==> src/hw/rtl/lru_page_replacement_defines.svh <==
// Assertion macros used by lru_page_replacement.sv.
`ifndef LRU_PAGE_REPLACEMENT_DEFINES_SVH
`define LRU_PAGE_REPLACEMENT_DEFINES_SVH

`ifndef SYNTHESIS
`define LRU_ASSERT_IMPL(lbl, clk, rst_n, ante, cons) \
    lbl: assert property (@(posedge clk) disable iff (!rst_n) (ante) |-> (cons)) \
        else $error("assertion failed");
`define LRU_ASSERT_NEXT(lbl, clk, rst_n, ante, cons) \
    lbl: assert property (@(posedge clk) disable iff (!rst_n) (ante) |=> (cons)) \
        else $error("assertion failed");
`else
`define LRU_ASSERT_IMPL(lbl, clk, rst_n, ante, cons)
`define LRU_ASSERT_NEXT(lbl, clk, rst_n, ante, cons)
`endif

`endif

==> src/hw/rtl/lru_pkg.sv <==
`timescale 1ns / 1ps

package lru_pkg;

    localparam int FRAMES_DEF = 16;
    localparam int FRAMES_MAX = 64;
    localparam int IDX_W      = $clog2(FRAMES_MAX);
    localparam int PAGE_W     = 16;
    localparam int AGE_W      = 16;
    localparam int FAULT_W    = 32;
    localparam int CFG_W      = 5;
    localparam int OUT_IDX_W  = 4;

    localparam logic [AGE_W-1:0]   AGE_MAX   = {AGE_W{1'b1}};
    localparam logic [FAULT_W-1:0] FAULT_MAX = {FAULT_W{1'b1}};
    localparam logic [CFG_W-1:0]   CFG_RESET = 5'd16;

    typedef logic [IDX_W-1:0]  idx_t;
    typedef logic [PAGE_W-1:0] page_t;
    typedef logic [AGE_W-1:0]  age_t;

    typedef struct packed {
        logic  go;
        logic  found;
        idx_t  found_idx;
        logic  have_best;
        age_t  best_age;
        idx_t  best_idx;
        page_t best_page;
    } scan_t;

    typedef struct packed {
        logic en;
        logic clr;
        logic load;
        idx_t slot;
    } upd_t;

endpackage

==> src/hw/rtl/lru_cell.sv <==
`timescale 1ns / 1ps

module lru_cell
    import lru_pkg::*;
#(
    parameter int FRAMES = FRAMES_DEF,
    parameter int IDX    = 0,
    parameter int CW     = $clog2(FRAMES + 1)
)
(
    input  logic          clk,
    input  logic          rst_n,
    input  page_t         page,
    input  logic [CW-1:0] n_eff,
    input  upd_t          upd,
    input  scan_t         scan_in,
    output scan_t         scan_out
);

    page_t page_reg;
    age_t  age_reg;
    logic  valid_reg;
    scan_t scan_reg;
    scan_t scan_next;
    age_t  aged;
    logic  active;
    logic  is_slot;

    assign aged    = (age_reg == AGE_MAX) ? age_reg : age_reg + age_t'(1);
    assign active  = 32'(n_eff) > IDX;
    assign is_slot = upd.slot == idx_t'(IDX);

    always_comb
    begin
        scan_next = scan_in;
        if (!scan_in.found && valid_reg && page_reg == page)
        begin
            scan_next.found     = 1'b1;
            scan_next.found_idx = idx_t'(IDX);
        end
        if (active && (!scan_in.have_best || aged > scan_in.best_age))
        begin
            scan_next.have_best = 1'b1;
            scan_next.best_age  = aged;
            scan_next.best_idx  = idx_t'(IDX);
            scan_next.best_page = page_reg;
        end
    end

    always_ff @(posedge clk or negedge rst_n)
    begin
        if (!rst_n)
        begin
            age_reg   <= '0;
            valid_reg <= 1'b0;
            scan_reg  <= '0;
        end
        else
        begin
            scan_reg.go <= scan_in.go;
            if (scan_in.go)
            begin
                scan_reg.found     <= scan_next.found;
                scan_reg.found_idx <= scan_next.found_idx;
                scan_reg.have_best <= scan_next.have_best;
                scan_reg.best_age  <= scan_next.best_age;
                scan_reg.best_idx  <= scan_next.best_idx;
                scan_reg.best_page <= scan_next.best_page;
            end
            if (upd.en)
            begin
                if (valid_reg)
                begin
                    age_reg <= aged;
                end
                if (is_slot && upd.clr)
                begin
                    age_reg <= '0;
                end
                if (is_slot && upd.load)
                begin
                    valid_reg <= 1'b1;
                end
            end
        end
    end

    always_ff @(posedge clk)
    begin
        if (upd.en && is_slot && upd.load)
        begin
            page_reg <= page;
        end
    end

    assign scan_out = scan_reg;

endmodule

==> src/hw/rtl/lru_page_replacement.sv <==
`timescale 1ns / 1ps
`include "lru_page_replacement_defines.svh"

// LRU page replacement with per-frame age counters.
// A page reference enters as an item on page_number with page_valid and
// page_ready. Each reference gives one result item on hit, frame_index,
// evicted_valid, evicted_page and fault_count with result_valid and
// result_ready. The frame count is written through cfg_data with cfg_valid
// and cfg_ready, which is always high; write it only while the block is idle.
// After acceptance a search pulse walks the row of frame cells, one cell per
// cycle, carrying the first matching frame and the oldest active frame.
// When it leaves the last cell the block moves to its commit state, where the
// table is updated and the result is registered. One item is in flight at a
// time; a new item is taken only once the last has been committed, and the
// row length of FRAMES cells sets how long a search takes.
// If the receiver stalls, the finished result holds and the next item is
// accepted and searched, but its update waits until the result is taken.
// Reset empties all frames, clears the ages and the fault count, and sets
// the frame count to 16.
module lru_page_replacement
    import lru_pkg::*;
#(
    parameter int FRAMES = FRAMES_DEF
)
(
    input  logic                 clk,
    input  logic                 rst_n,
    input  logic                 cfg_valid,
    output logic                 cfg_ready,
    input  logic [CFG_W-1:0]     cfg_data,
    input  logic                 page_valid,
    output logic                 page_ready,
    input  logic [PAGE_W-1:0]    page_number,
    output logic                 result_valid,
    input  logic                 result_ready,
    output logic                 hit,
    output logic [OUT_IDX_W-1:0] frame_index,
    output logic                 evicted_valid,
    output logic [PAGE_W-1:0]    evicted_page,
    output logic [FAULT_W-1:0]   fault_count
);

    localparam int CW = $clog2(FRAMES + 1);

    typedef enum logic [2:0] {
        ST_IDLE   = 3'b001,
        ST_SCAN   = 3'b010,
        ST_COMMIT = 3'b100
    } state_t;

    state_t               state_reg;
    state_t               state_next;
    logic [CFG_W-1:0]     cfg_reg;
    logic [CW-1:0]        filled_reg;
    logic [FAULT_W-1:0]   fault_reg;
    logic [FAULT_W-1:0]   fault_next;
    page_t                page_reg;
    logic                 start_reg;
    logic                 result_valid_reg;
    logic                 hit_reg;
    logic [OUT_IDX_W-1:0] frame_index_reg;
    logic                 evicted_valid_reg;
    page_t                evicted_page_reg;
    logic [CW-1:0]        n_eff;
    logic                 commit;
    logic                 do_fill;
    upd_t                 upd;
    scan_t                chain [FRAMES+1];

    assign cfg_ready     = 1'b1;
    assign page_ready    = state_reg == ST_IDLE;
    assign result_valid  = result_valid_reg;
    assign hit           = hit_reg;
    assign frame_index   = frame_index_reg;
    assign evicted_valid = evicted_valid_reg;
    assign evicted_page  = evicted_page_reg;
    assign fault_count   = fault_reg;

    always_comb
    begin
        if (cfg_reg == '0)
        begin
            n_eff = CW'(1);
        end
        else if (32'(cfg_reg) > FRAMES)
        begin
            n_eff = CW'(FRAMES);
        end
        else
        begin
            n_eff = CW'(cfg_reg);
        end
    end

    always_comb
    begin
        chain[0]    = '0;
        chain[0].go = start_reg;
    end

    genvar gi;
    generate
        for (gi = 0; gi < FRAMES; gi++)
        begin : g_cell
            lru_cell #(
                .FRAMES (FRAMES),
                .IDX    (gi),
                .CW     (CW)
            ) u_cell (
                .clk      (clk),
                .rst_n    (rst_n),
                .page     (page_reg),
                .n_eff    (n_eff),
                .upd      (upd),
                .scan_in  (chain[gi]),
                .scan_out (chain[gi+1])
            );
        end
    endgenerate

    assign commit  = (state_reg == ST_COMMIT) && (!result_valid_reg || result_ready);
    assign do_fill = !chain[FRAMES].found && (filled_reg < n_eff);

    always_comb
    begin
        upd.en   = commit;
        upd.clr  = 1'b1;
        upd.load = !chain[FRAMES].found;
        if (chain[FRAMES].found)
        begin
            upd.slot = chain[FRAMES].found_idx;
        end
        else if (do_fill)
        begin
            upd.slot = idx_t'(filled_reg);
        end
        else
        begin
            upd.slot = chain[FRAMES].best_idx;
        end
    end

    assign fault_next = (fault_reg == FAULT_MAX) ? fault_reg : fault_reg + FAULT_W'(1);

    always_comb
    begin
        state_next = state_reg;
        case (state_reg)
            ST_IDLE:
            begin
                if (page_valid)
                begin
                    state_next = ST_SCAN;
                end
            end
            ST_SCAN:
            begin
                if (chain[FRAMES].go)
                begin
                    state_next = ST_COMMIT;
                end
            end
            ST_COMMIT:
            begin
                if (commit)
                begin
                    state_next = ST_IDLE;
                end
            end
            default:
            begin
                state_next = ST_IDLE;
            end
        endcase
    end

    always_ff @(posedge clk or negedge rst_n)
    begin
        if (!rst_n)
        begin
            state_reg        <= ST_IDLE;
            cfg_reg          <= CFG_RESET;
            filled_reg       <= '0;
            fault_reg        <= '0;
            start_reg        <= 1'b0;
            result_valid_reg <= 1'b0;
        end
        else
        begin
            state_reg <= state_next;
            start_reg <= page_valid && page_ready;
            if (cfg_valid)
            begin
                cfg_reg <= cfg_data;
            end
            if (commit)
            begin
                result_valid_reg <= 1'b1;
                if (!chain[FRAMES].found)
                begin
                    fault_reg <= fault_next;
                end
                if (do_fill)
                begin
                    filled_reg <= filled_reg + CW'(1);
                end
            end
            else if (result_ready)
            begin
                result_valid_reg <= 1'b0;
            end
        end
    end

    always_ff @(posedge clk)
    begin
        if (page_valid && page_ready)
        begin
            page_reg <= page_number;
        end
        if (commit)
        begin
            hit_reg           <= chain[FRAMES].found;
            frame_index_reg   <= OUT_IDX_W'(upd.slot);
            evicted_valid_reg <= !chain[FRAMES].found && !do_fill;
            evicted_page_reg  <= (!chain[FRAMES].found && !do_fill) ?
                                 chain[FRAMES].best_page : '0;
        end
    end

    `LRU_ASSERT_NEXT(a_accept_starts_scan, clk, rst_n, page_valid && page_ready, state_reg == ST_SCAN)
    `LRU_ASSERT_IMPL(a_slot_in_range, clk, rst_n, commit && !chain[FRAMES].found, 32'(upd.slot) < 32'(n_eff))
    `LRU_ASSERT_NEXT(a_fault_monotonic, clk, rst_n, 1'b1, fault_reg >= $past(fault_reg))
    `LRU_ASSERT_IMPL(a_filled_bounded, clk, rst_n, 1'b1, 32'(filled_reg) <= FRAMES)

endmodule
==> config.mk <==
export PLATFORM = sky130hd
export DESIGN_NAME = lru_page_replacement
export DESIGN_NICKNAME = d
export VERILOG_FILES = /design/src/hw/rtl/lru_pkg.sv /design/src/hw/rtl/lru_cell.sv /design/src/hw/rtl/lru_page_replacement.sv
export VERILOG_INCLUDE_DIRS = /design/src /design/src/hw/rtl
export SDC_FILE = /design/constraint.sdc
export NUM_CORES = 2
export LEC_CHECK = 0
export BUFFER_PORTS_ARGS = -buffer_cell sky130_fd_sc_hd__buf_2
export CORE_ASPECT_RATIO = 1.2
export CORE_MARGIN = 5
export CORE_UTILIZATION = 55
export CTS_CLUSTER_DIAMETER = 100
export CTS_CLUSTER_SIZE = 14
export DETAILED_ROUTE_END_ITERATION = 16
export GPL_ROUTABILITY_DRIVEN = 0
export GPL_TIMING_DRIVEN = 0
export PLACE_DENSITY = 0.81
export SYNTH_ARGS = -nofsm -noshare
export SYNTH_HDL_FRONTEND = slang
export SYNTH_SLANG_ARGS = --single-unit
==> constraint.sdc <==
create_clock -name clk -period 5.25 [get_ports clk]
set_input_delay 0.2625 -clock clk [delete_from_list [all_inputs] [get_ports clk]]
set_output_delay 0.2625 -clock clk [all_outputs]
set_load 0.02 [all_outputs]
==> results.json <==
{
  "dp_hpwl_um": 151000,
  "die_h_um": 394,
  "track_usage_pct": 31.1,
  "worstSetupEndpointType": "flip-flop",
  "critPathLaunchType": "flip-flop",
  "die_width_um": 330,
  "status": "finished, violations left",
  "dp_cells": 8568,
  "ys_ff_latch": 1254,
  "hold_viol": 0,
  "path_common_cell": "buf_2",
  "met3WireLength_um": 20300,
  "rsz0062_at_grt": "false",
  "synth-main-ff-cell": "dfrtp_1",
  "hp-class": "in2reg",
  "clock_latency_ns": 0.74,
  "fmax_mhz": 195,
  "seqPwrFrac_pct": 55.8,
  "skew_ns": 0.0403,
  "p_sw_share_pct": 23.5,
  "top_layer": "met5",
  "netSwitchingPower_mw": 4.18,
  "setup-tns-final_ns": 0,
  "drc": 0,
  "cts-root-buf": "clkbuf_16",
  "crit_slowest_cell": "a211oi_2",
  "n_antenna_cell": 0,
  "nets": 7354,
  "largest_reg_flops": 641,
  "cp_num_buf_inv": 4,
  "cts_sinks": 1254,
  "vdd_drop_max_uv": 276,
  "wl_um": 208000,
  "synth_edf_count": 294,
  "ys_seq_area_share_pct": 48.7,
  "comb_power_share_pct": 4.3,
  "ys_types": 90,
  "grt_first_pass_wirelength_um": 317000,
  "slowest_delay_ns": 1.20,
  "drive_gt1_share_pct": 6.23,
  "violations": "max-capacitance violations, max-slew violations",
  "start_util_pct": 55.5,
  "cp_top_family": "compound AO/OA/AOI/OAI gates",
  "cts_buffer_depth": 3,
  "area_growth_pct": 8.66,
  "numPortBuffers": 80,
  "core_um2": 122000,
  "cts_tree": "yes",
  "vias": 57100,
  "leakage_nw": 30.9,
  "post-route-period-util_pct": 97.8,
  "syn_area_per_cell_um2": 9.86,
  "drv.max_cap_violation_count": 4,
  "drtAntennaViolNets": 0,
  "grt_max_degree": 128,
  "cts.htree.levels": 3,
  "drv_slew": 34,
  "fin_cells": 8757,
  "setup.worst_path.class": "reg2reg",
  "vias_per_cell": 6.52,
  "met2_length_um": 96000,
  "firstDrtPassIters": 9,
  "worstPathArrival_ns": 5.42,
  "synth_nets": 7131,
  "synth_area_um2": 67500,
  "slew_headroom_pct": -7.34,
  "clk_pin_slew_ns": 0.07,
  "clkPwrFrac_pct": 39.9,
  "grt_pass1_vias": 55700,
  "tightest_slew_ns": 1.61,
  "yosysWarnings": 0,
  "cp.required_ns": 5.53,
  "drt-wirelength-per-cell_um": 23.7,
  "num_rows": 140,
  "async_reset_ff_share_pct": 76.6,
  "setup_viol": 0,
  "gr-total-overflow": 0,
  "power_density_nw_per_um2": 243,
  "cts_made_buffers": 99,
  "drt_iter0_markers": 7043,
  "intPower_mw": 13.6,
  "path_cells": "inv_1 -> clkbuf_1 -> ha_1 -> a41oi_1 -> o21ai_1 -> a21o_1 -> buf_2 -> buf_2 -> a211oi_2 -> nor2_1",
  "wl_met1_um": 73400,
  "antenna_found_initial": 5,
  "io_pins": 83,
  "synthCells": 6843,
  "reg2reg_slack_ns": 0.12,
  "die_area_um2": 130000,
  "finalCriticalPeriod_ns": 5.13,
  "path_max_fanout": 16
}
==> layout make-up <==
| type | count | area (um^2) |
|---|---|---|
| inverters | 317 | 1190 |
| fillers | 9810 | 48300 |
| well taps | 1633 | 2040 |
| flip-flops and latches | 1254 | 32900 |
| multi-input cells | 4807 | 31600 |
| plain buffers | 465 | 1880 |
| clock buffers | 153 | 2700 |
| repair buffers | 122 | 982 |
| clock inverters | 6 | 70.1 |
==> placed cells by master (no fill, tap or decap), types with 19 or more instances in the layout <==
| cell | synthesis | layout |
|---|---|---|
| a211o_1 | 23 | 23 |
| a211oi_1 | 48 | 47 |
| a21o_1 | 33 | 33 |
| a21oi_1 | 680 | 680 |
| a22oi_1 | 37 | 37 |
| a31oi_1 | 251 | 251 |
| and2_1 | 30 | 30 |
| and3_1 | 93 | 93 |
| and4_1 | 50 | 50 |
| buf_1 | 19 | 19 |
| buf_2 | 92 | 171 |
| clkbuf_1 | 348 | 400 |
| clkbuf_16 | 0 | 100 |
| dfrtp_1 | 958 | 958 |
| dlygate4sd3_1 | 0 | 28 |
| edfxtp_1 | 294 | 294 |
| ha_1 | 262 | 262 |
| inv_1 | 314 | 314 |
| mux2_2 | 63 | 63 |
| mux2i_1 | 198 | 198 |
| nand2_1 | 369 | 369 |
| nand2b_1 | 27 | 27 |
| nand3_1 | 323 | 323 |
| nand4_1 | 140 | 140 |
| nor2_1 | 588 | 586 |
| nor2b_1 | 34 | 34 |
| nor3_1 | 99 | 95 |
| nor4_1 | 78 | 78 |
| o211ai_1 | 31 | 31 |
| o21ai_0 | 271 | 271 |
| o221ai_1 | 106 | 106 |
| o22a_1 | 36 | 36 |
| o22ai_1 | 56 | 56 |
| o31ai_1 | 47 | 47 |
| or3_1 | 19 | 19 |
| xnor2_1 | 236 | 236 |
| xor2_1 | 333 | 333 |
==> stage by stage <==
stage               total power [mW]  hold slack (ns)  setup slack, ns  area [um^2]  util, %
finish                          17.8           0.0757            0.115        73300     60.3
global route                    18.3           0.0795           0.0674        73300     60.3
CTS                             17.8          0.00944            0.398        73300     60.3
detailed placement              10.9            0.260            0.436        70200     57.8
global placement                10.8            0.369           -16.68        69900     57.5
floorplan                       10.5          -0.0331             1.42        67500        -
==> synthesized netlist by cell type, types with 37 or more instances <==
cell,number,area [um^2]
nor4_1,78,488
and4_1,50,438
dfrtp_1,958,24000
a211oi_1,48,360
a22oi_1,37,278
o22ai_1,56,350
inv_1,314,1180
o221ai_1,106,928
nand2_1,369,1390
buf_2,92,460
mux2_2,63,709
clkbuf_1,348,1310
o31ai_1,47,353
xnor2_1,236,2070
xor2_1,333,2920
a31oi_1,251,1570
ha_1,262,3280
nor2_1,588,2210
a21oi_1,680,3400
o21ai_0,271,1360
nand4_1,140,876
edfxtp_1,294,8830
nor3_1,99,495
mux2i_1,198,1980
and3_1,93,582
nand3_1,323,1620
==> per-layer routing <==
layer	vias to the layer above	global-route usage (%)
met5	-	0
met4	6	21.5
li1	25200	-
met1	27500	37.7
met3	993	6.49
met2	3379	49.8
==> power by group through the flow <==
| stage | logic, mW | clock network, mW | registers [mW] |
|---|---|---|---|
| finish | 0.765 | 7.12 | 9.95 |
| global route | 0.824 | 7.49 | 9.94 |
| CTS | 0.746 | 7.10 | 9.95 |
| detailed placement | 0.726 | 0 | 10.1 |
| global placement | 0.688 | 0 | 10.2 |
| floorplan | 0.373 | 0 | 10.1 |
==> path summary, 6_finish.rpt <==
path,start,endpoint,depth (start not counted)
setup / recovery,cfg_reg[4]$_DFFE_PN1P_,g_cell[6].u_cell.page_reg[14]$_DFFE_PP_,10
hold / removal,cfg_valid,cfg_reg[0]$_DFFE_PN0P_,2
setup reg to reg,cfg_reg[4]$_DFFE_PN1P_,g_cell[6].u_cell.page_reg[14]$_DFFE_PP_,10
hold reg to reg,g_cell[1].u_cell.scan_out[46]$_DFF_PN0_,g_cell[2].u_cell.scan_out[46]$_DFF_PN0_,0
max in group asynchronous,rst_n,g_cell[2].u_cell.age_reg[13]$_DFFE_PN0P_,6
min in group asynchronous,rst_n,g_cell[9].u_cell.age_reg[6]$_DFFE_PN0P_,2
==> cells by family (layout without fill, tap and decap cells) <==
kind of cell	after synthesis	in the layout	share of synthesized area, %
other	1	1	0.00556
AOI/OAI and AO/OA	1767	1767	16.2
xor gates and xnor gates	569	569	7.39
adders and majority gates	262	262	4.86
and+or+nand+nor	1946	1946	14.3
buffers and inverters	782	1063	4.55
muxes	262	262	4.01
DFF	1254	1254	48.7
==> repair_timing <==
action                                 4_1_cts  5_1_grt
hold buffers                                28        0
gates resized for setup                      0        1
endpoints found under the hold margin      140        0
setup buffers                                0        0
setup endpoints to repair                    0        1
Note: power is estimated with default switching activity, not from simulation.
